==> src/rtl/tlse_pkg.sv <==
// ----------------------------------------------------------------------------
// tlse_pkg
// Shared types and constants of the toroidal lattice exchange engine.
// ----------------------------------------------------------------------------
`default_nettype none

package tlse_pkg;

    // Field widths of the item and the result
    localparam int MODE_W = 2;
    localparam int COORD_W = 6;
    localparam int DIR_W = 2;
    localparam int POP_W = 13;

    // Coordinates on the item port span this many codes
    localparam int COORD_CODES = 2 ** COORD_W;

    localparam int SIDE_DEFAULT = 64;

    // Operation codes; the unused code behaves as a read
    localparam logic [MODE_W-1:0] MODE_WRITE = 2'd0;
    localparam logic [MODE_W-1:0] MODE_READ = 2'd1;
    localparam logic [MODE_W-1:0] MODE_SWAP = 2'd2;

    // Exchange partner codes
    localparam logic [DIR_W-1:0] DIR_ROW_INC = 2'd0;
    localparam logic [DIR_W-1:0] DIR_COL_DEC = 2'd1;
    localparam logic [DIR_W-1:0] DIR_ROW_DEC = 2'd2;
    localparam logic [DIR_W-1:0] DIR_COL_INC = 2'd3;

    typedef struct packed {
        logic [MODE_W-1:0]  mode;
        logic [COORD_W-1:0] row;
        logic [COORD_W-1:0] col;
        logic [DIR_W-1:0]   direction;
        logic               value;
    } tlse_in_t;

    typedef struct packed {
        logic             read_value;
        logic             swapped;
        logic [POP_W-1:0] population;
    } tlse_out_t;

    typedef enum logic [1:0] {
        ADDR_CLR,
        ADDR_HERE,
        ADDR_THERE
    } tlse_addr_sel_t;

    typedef enum logic [1:0] {
        WD_ZERO,
        WD_VALUE,
        WD_RDATA,
        WD_HELD
    } tlse_wd_sel_t;

    // Controller to datapath
    typedef struct packed {
        logic           load_item;
        logic           clr_step;
        logic           mem_re;
        logic           mem_we;
        tlse_addr_sel_t addr_sel;
        tlse_wd_sel_t   wd_sel;
        logic           cap_a;
        logic           cnt_upd;
        logic           emit;
    } tlse_cmd_t;

    // Datapath to controller
    typedef struct packed {
        logic clr_last;
        logic is_write;
        logic is_swap;
        logic differ;
    } tlse_stat_t;

endpackage : tlse_pkg

`default_nettype wire

==> src/rtl/tlse_ctrl.sv <==
// ----------------------------------------------------------------------------
// tlse_ctrl
// Sequencer: clearing pass after reset, then one item at a time through
// the single-port grid memory.
// ----------------------------------------------------------------------------
`default_nettype none

module tlse_ctrl (
    input  wire logic                 clk,
    input  wire logic                 rst_n,
    input  wire logic                 start,
    output logic                      busy,
    input  wire tlse_pkg::tlse_stat_t stat,
    output tlse_pkg::tlse_cmd_t       cmd
);
    import tlse_pkg::*;

    typedef enum logic [2:0] {
        S_CLEAR,
        S_IDLE,
        S_RD_A,
        S_RD_B,
        S_SW_A,
        S_SW_B,
        S_EXEC
    } state_t;

    state_t state_reg;
    state_t state_next;

    always_comb begin
        state_next   = state_reg;
        cmd          = '0;
        cmd.addr_sel = ADDR_HERE;
        cmd.wd_sel   = WD_ZERO;
        case (state_reg)
            S_CLEAR: begin
                cmd.mem_we   = 1'b1;
                cmd.addr_sel = ADDR_CLR;
                cmd.clr_step = 1'b1;
                if (stat.clr_last) begin
                    state_next = S_IDLE;
                end
            end
            S_IDLE: begin
                if (start) begin
                    cmd.load_item = 1'b1;
                    state_next    = S_RD_A;
                end
            end
            S_RD_A: begin
                cmd.mem_re = 1'b1;
                state_next = stat.is_swap ? S_RD_B : S_EXEC;
            end
            S_RD_B: begin
                cmd.mem_re   = 1'b1;
                cmd.addr_sel = ADDR_THERE;
                cmd.cap_a    = 1'b1;
                state_next   = S_SW_A;
            end
            S_SW_A: begin
                // Binary cells that differ: each takes the other's value
                cmd.emit = 1'b1;
                if (stat.differ) begin
                    cmd.mem_we = 1'b1;
                    cmd.wd_sel = WD_RDATA;
                    state_next = S_SW_B;
                end else begin
                    state_next = S_IDLE;
                end
            end
            S_SW_B: begin
                cmd.mem_we   = 1'b1;
                cmd.addr_sel = ADDR_THERE;
                cmd.wd_sel   = WD_HELD;
                state_next   = S_IDLE;
            end
            S_EXEC: begin
                cmd.emit = 1'b1;
                if (stat.is_write) begin
                    cmd.mem_we  = 1'b1;
                    cmd.wd_sel  = WD_VALUE;
                    cmd.cnt_upd = 1'b1;
                end
                state_next = S_IDLE;
            end
            default: begin
                state_next = S_IDLE;
            end
        endcase
    end

    always_ff @(posedge clk or negedge rst_n) begin
        if (!rst_n) begin
            state_reg <= S_CLEAR;
        end else begin
            state_reg <= state_next;
        end
    end

    assign busy = (state_reg != S_IDLE);

    // An accepted item makes the block busy
    a_accept_busy: assert property (@(posedge clk) disable iff (!rst_n)
        (start && !busy) |=> busy)
        else $error("item accepted but block not busy");

    // Every item ends with exactly one result emitted before idle
    a_emit_idle: assert property (@(posedge clk) disable iff (!rst_n)
        cmd.emit |-> (state_reg == S_EXEC || state_reg == S_SW_A))
        else $error("result emitted outside a finishing state");

endmodule : tlse_ctrl

`default_nettype wire

==> config.mk <==
export PLATFORM = sky130hd
export DESIGN_NAME = tlse_ctrl
export DESIGN_NICKNAME = d
export VERILOG_FILES = /design/src/rtl/tlse_pkg.sv /design/src/rtl/tlse_ctrl.sv
export SDC_FILE = /design/constraint.sdc
export NUM_CORES = 1
export LEC_CHECK = 0
export ABC_AREA = 1
export ABC_CLOCK_PERIOD_IN_PS = 2790
export BUFFER_PORTS_ARGS = -buffer_cell sky130_fd_sc_hd__buf_2
export CORE_AREA = 2 2 39 41
export CTS_CLUSTER_SIZE = 28
export DETAILED_ROUTE_END_ITERATION = 12
export DIE_AREA = 0 0 41 43
export HOLD_SLACK_MARGIN = 0.02
export PLACE_DENSITY = 0.53
export REMOVE_ABC_BUFFERS = 1
export SETUP_SLACK_MARGIN = 0.3
export SYNTH_ARGS = -nofsm -noshare
export SYNTH_HDL_FRONTEND = slang
export SYNTH_SLANG_ARGS = --single-unit
==> constraint.sdc <==
create_clock -name clk -period 2.79 [get_ports clk]
set_clock_uncertainty 0.05 [all_clocks]
set_input_delay 0 -clock clk [delete_from_list [all_inputs] [get_ports clk]]
set_output_delay 0 -clock clk [all_outputs]
set_load 0.1 [all_outputs]
==> results of run 1 <==
==> routing by layer <==
layer | share of wire (%) | vias up | global-route usage, %
li1 | - | 180 | -
met2 | 57 | 9 | 15.3
met1 | 36 | 154 | 8.71
met4 | 1.9 | 0 | 10.0
met5 | 0 | - | 0
met3 | 5.8 | 2 | 1.57
==> worst paths after layout <==
check / startpoint / end / slack (ns) / depth (start not counted)
setup / recovery: state_reg[1] / cmd[7] / 1.21 / 4
hold / removal: start / state_reg[0] / 0.03 / 4
setup reg to reg: state_reg[1] / state_reg[1] / 1.68 / 6
hold reg to reg: state_reg[0] / state_reg[2] / 0.63 / 2
max in group asynchronous: rst_n / state_reg[0] / 2.55 / 2
min in group asynchronous: rst_n / state_reg[2] / 0.04 / 2
==> cells by family after synthesis <==
kind of cell | after synthesis | synth area share, %
flip-flops | 3 | 30.0
buffers and inverters | 10 | 15.5
AO/OA/AOI/OAI | 5 | 11.5
AND/OR/NAND/NOR | 25 | 43.0
==> final cells by class <==
cell class	count	area (um^2)	share of cell area [%]
Clock buffer	4	26.3	6.54
Timing Repair Buffer	20	110	27.4
Inverter	9	33.8	8.41
Multi-Input combinational cell	30	136	34.0
Sequential cell	3	75.1	18.7
Tap cell	16	20.0	4.98
==> per-stage QoR <==
stage	hold slack [ns]	util [%]	worst slack [ns]	instance area, um^2
3_5_place_dp	-0.251	25.7	1.45	355
3_3_place_gp	-0.253	25.7	1.47	355
2_1_floorplan	-0.346	-	0.0876	245
4_1_cts	0.0308	29.0	1.19	402
5_1_grt	0.0581	29.0	1.07	402
6_report	0.0328	29.0	1.21	402
==> worst max-delay path, cell delays in order (launching register included) <==
cell and delay [ns]:
dfrtp_1 0.45, nor2_1 0.18, nand3_1 0.15, nand4_1 0.10
buf_2 0.42
==> cells in the final DEF (no fill, tap or decap) <==
master and instances:
a21oi_1 2, clkbuf_1 1, nor2_2 1, dlygate4sd3_1 2
o21ai_2 1, dfrtp_1 3, nand2_1 10, nand4_1 2
nand3_1 3, inv_1 7, o21ai_0 2, nand2_2 1
buf_2 18, inv_2 2, clkbuf_4 3, nor2_1 8
==> impl_metrics.env, run 1 <==
export IMPL_critPathKind="reg2out"
export IMPL_cts_made_buffers=3
export IMPL_final_hold_viol_count=0
export IMPL_finalCritPeriodShare_pct=56.7
export IMPL_worstMarginPinSlew_ns=0.487
export IMPL_fmax_mhz=632
export IMPL_gp_congestion=0.675
export IMPL_yosysTopAreaCell="dfrtp_1"
export IMPL_dp_hpwl_um=555
export IMPL_largest_reg_flops=3
export IMPL_grt_use_total_pct=9.45
export IMPL_first_pass_iters=4
export IMPL_crit_arrival_ns=1.53
export IMPL_cts_repair_resized=0
export IMPL_avgSynthCellArea_um2=5.82
export IMPL_cts_sinks=3
export IMPL_synth_commonest_cells="nand2_1 (10), nor2_1 (8), inv_1 (7)"
export IMPL_critical_path_required_ns=2.74
export IMPL_yosysTopAreaCellShare_pct=30.0
export IMPL_setup_viol=0
export IMPL_start_util_pct=18.1
export IMPL_cts_hold_buf=2
export IMPL_stdcell_count=82
export IMPL_worst_setup_path_end_kind="primary output"
export IMPL_antennaDiodeCount=0
export IMPL_totalWireLength_um=672
export IMPL_cap_viol_max_count=0
export IMPL_fin_nets=74
export IMPL_yosys_warnings=0
export IMPL_tns_ns=0
export IMPL_die_h_um=43
export IMPL_timing_slew_headroom_pct=67.8
export IMPL_dp_cells=76
export IMPL_slew_viol_final=0
export IMPL_root_buffer="clkbuf_4"
export IMPL_fillers=171
export IMPL_synth_area_top_cells="dfrtp_1 (30%), nand2_1 (15%), nor2_1 (12%)"
export IMPL_status="finished, final reports clean"
export IMPL_syn_area_um2=250
export IMPL_vias_per_cell=4.21
export IMPL_ys_flop_type="dfrtp_1"
export IMPL_synth_edf_count=0
export IMPL_gr_total_overflow=0
export IMPL_rsz0062_at_grt="no"
export IMPL_cts_tree="built"
export IMPL_first_iter_violations=3
export IMPL_io_pins=19
export IMPL_postRouteAntennaNets=0
export IMPL_drive_gt1_share_pct=39.4
export IMPL_hold_path_class="in2reg"
export IMPL_h_tree_depth=1
export IMPL_syn2layout_area_growth_pct=60.5
export IMPL_core_um2=1380
export IMPL_grt_pass1_wl_um=1100
export IMPL_cp_max_fo=8
export IMPL_fp_dieArea_um2=1760
export IMPL_die_x_um=41
export IMPL_synth_cells=43
export IMPL_cts_buffer_depth=2
export IMPL_post_cts_buffers=0
export IMPL_yosysMostFrequentCell="nand2_1"
export IMPL_grt_start_max_net_pins=9
export IMPL_synth_distinct_cells=13
export IMPL_clock_latency_ns=0.23
export IMPL_fp_row_count=14
export IMPL_route_detailed_wl_per_inst_um=8.20
export IMPL_via_count=345
export IMPL_layout_min_cycle_time_ns=1.58
export IMPL_drcViolationCount=0
export IMPL_ys_ff_latch=3
export IMPL_grt_pass1_vias=299
export IMPL_clk_pin_slew_ns=0.04
export IMPL_async_reset_ff_share_pct=100
export IMPL_critPathLaunchType="register"
export IMPL_io_buffers=18
export IMPL_yosysSeqAreaShare_pct=30.0
export IMPL_antenna_found_initial=0
Power of run 1 is left out: the tool's default activity adds up to more than one toggle a clock period on the data nets, which glitch-free logic cannot reach.
==> run 2: changes to the inputs <==
ABC_AREA = 0   (was 1)
ABC_CLOCK_PERIOD_IN_PS = 1290   (was 2790)
PLACE_DENSITY = 0.57   (was 0.53)
clock period = 1.29 ns   (was 2.79 ns; I/O delays follow)
==> run 2 against run 1 <==
- the flow now finishes with violations (setup timing)
- via count up 10%
- sequential share of layout area shrank 9.2 points
- worst setup slack worse by 1.5 ns
- first-iteration DRC count is 67% higher
- synthesized area up 14%
- die area is the same
- sequential cell count unchanged
- critical path type unchanged
- largest cell class is now non-clock buffers
==> impl_metrics.env, run 2 <==
export IMPL_critPathLaunchType="register"
export IMPL_dp_hpwl_um=509
export IMPL_finalCritPeriodShare_pct=119
export IMPL_antenna_found_initial=0
export IMPL_r2r_worst_path_cells=5
export IMPL_slew_viol_final=0
export IMPL_antennaDiodeCount=0
export IMPL_start_util_pct=20.6
export IMPL_synth_area_top_cells="dfrtp_1 (26%), buf_6 (7.9%), nand2b_1 (6.6%)"
export IMPL_reg2reg_slack_ns=-0.01
export IMPL_first_pass_iters=3
export IMPL_r2r_start="state_reg[1]"
export IMPL_root_buffer="clkbuf_4"
export IMPL_final_cell_mix="buf_12 (11), buf_6 (8), buf_4 (7)"
export IMPL_cts_buffer_depth=2
export IMPL_clk_pin_slew_ns=0.04
export IMPL_critPathTopFamily="flip-flops"
export IMPL_synth_distinct_cells=22
export IMPL_cts_sinks=3
export IMPL_final_common_cell="buf_12"
export IMPL_multi_input_area_um2=234
export IMPL_yosys_warnings=0
export IMPL_setup_slack_ns=-0.251
export IMPL_totalWireLength_um=1020
export IMPL_reg2reg_to="state_reg[0]"
export IMPL_worst_setup_path_end_kind="primary output"
export IMPL_synth_commonest_cells="dfrtp_1 (3), inv_1 (3), nand2b_1 (3)"
export IMPL_yosysTopAreaCellShare_pct=26.3
export IMPL_cts_made_buffers=3
export IMPL_io_pins=19
export IMPL_drcViolationCount=0
export IMPL_crit_end="cmd[7]"
export IMPL_dp_cells=71
export IMPL_die_x_um=41
export IMPL_max_stage_delay_ns=0.45
export IMPL_vias_per_cell=4.28
export IMPL_async_reset_ff_share_pct=100
export IMPL_postRouteAntennaNets=0
export IMPL_startpoint="state_reg[1]"
export IMPL_fmax_mhz=649
export IMPL_critical_path_buf_inv_count=1
export IMPL_fin_nets=81
export IMPL_fp_dieArea_um2=1760
export IMPL_synth_edf_count=0
export IMPL_grt_pass1_vias=330
export IMPL_status="finished with violations"
export IMPL_critical_path_required_ns=1.24
export IMPL_route_detailed_wl_per_inst_um=11.4
export IMPL_yosysSeqAreaShare_pct=26.3
export IMPL_die_h_um=43
export IMPL_timing_slew_headroom_pct=79.6
export IMPL_grt_start_max_net_pins=9
export IMPL_io_buffers=18
export IMPL_critPathKind="reg2out"
export IMPL_h_tree_depth=1
export IMPL_syn2layout_area_growth_pct=190
export IMPL_cp_max_fo=7
export IMPL_worstMarginPinSlew_ns=0.305
export IMPL_yosysTopAreaCell="dfrtp_1"
export IMPL_first_iter_violations=5
export IMPL_fillers=119
export IMPL_gp_congestion=0.743
export IMPL_syn_area_um2=285
export IMPL_ys_flop_type="dfrtp_1"
export IMPL_avgSynthCellArea_um2=8.15
export IMPL_grt_pass1_wl_um=1370
export IMPL_cap_viol_max_count=0
export IMPL_ys_ff_latch=3
export IMPL_slowest_stage="dfrtp_2"
export IMPL_via_count=381
export IMPL_largest_reg_flops=3
export IMPL_crit_arrival_ns=1.49
export IMPL_violations="setup timing"
export IMPL_hold_path_class="in2async"
export IMPL_cts_tree="built"
export IMPL_path_depth=3
export IMPL_setup_viol=11
export IMPL_core_um2=1380
export IMPL_layout_min_cycle_time_ns=1.54
export IMPL_final_seq_area_um2=78.8
export IMPL_drive_gt1_share_pct=72.6
export IMPL_final_hold_viol_count=0
export IMPL_worstPathCellList="or2_1 -> o211ai_1 -> clkbuf_16"
export IMPL_gr_total_overflow=0
export IMPL_grt_use_total_pct=11.2
export IMPL_clock_latency_ns=0.23
export IMPL_fp_row_count=14
export IMPL_stdcell_count=89
export IMPL_synth_cells=35
export IMPL_rsz0062_at_grt="yes"
## run 2: area by class of cell
| type | instances | area share, % |
|---|---|---|
| timing repair buffer | 37 | 55.3 |
| inverter | 3 | 1.36 |
| tap | 16 | 2.42 |
| clock buffer | 4 | 3.17 |
| multi-input combinational | 26 | 28.2 |
| sequential | 3 | 9.52 |
## run 2: worst reg2reg max path, delay by kind of cell, from the launching register on
| kind | cells | cell delay [ns] |
|---|---|---|
| multiplexers | 1 | 0.14 |
| flip-flops | 1 | 0.45 |
| buffers and inverters | 3 | 0.37 |
| AO/OA/AOI/OAI | 1 | 0.15 |
## run 2: metal layers
metal / track usage [%] / part of all wire [%] / up-vias / wire length (um)
met5: 0 / 0 / - / 0
met4: 6.00 / 1.8 / 0 / 18
met3: 0.524 / 4.5 / 2 / 46
met2: 17.5 / 58 / 14 / 587
met1: 14.6 / 36 / 174 / 366
li1: - / - / 191 / -
## run 2: logic make-up (layout without fill, tap and decap cells)
logic type	Yosys count	after routing	share of synthesized area, %
flops	3	3	26.3
xor+xnor	1	1	3.07
simple gates	19	19	41.2
buf+inv	6	44	13.6
compound gates	5	5	12.3
mux	1	1	3.51
## run 2: what timing repair did
item	4_1_cts	5_1_grt
resized for setup	13	20
endpoints found under the setup margin	15	15
endpoints found under the hold margin	6	0
pin swaps	5	3
setup buffers	5	5
hold buffers	4	0
## run 2: how the worst min path moves through the flow
stage | from | end | cells after the start
2_1_floorplan | rst_n | state_reg[0] | 0
3_3_place_gp | rst_n | state_reg[0] | 1
3_5_place_dp | rst_n | state_reg[0] | 1
4_1_cts | stat[3] | state_reg[0] | 3
5_1_grt | rst_n | state_reg[1] | 2
6_report | rst_n | state_reg[1] | 2
## run 2: through the flow
step	area [um^2]	utilization, %	setup WS [ns]	TNS (ns)	hold slack, ns
2_1_floorplan	258	-	-2.70	-9.29	-0.346
3_3_place_gp	571	41.2	0.0552	0	-0.255
3_5_place_dp	571	41.2	0.0426	0	-0.254
4_1_cts	711	51.4	-0.151	-0.942	0.0357
5_1_grt	828	59.9	-0.268	-1.52	0.0749
6_report	828	59.9	-0.251	-1.05	0.0455
Power of run 2 is left out for the same reason.
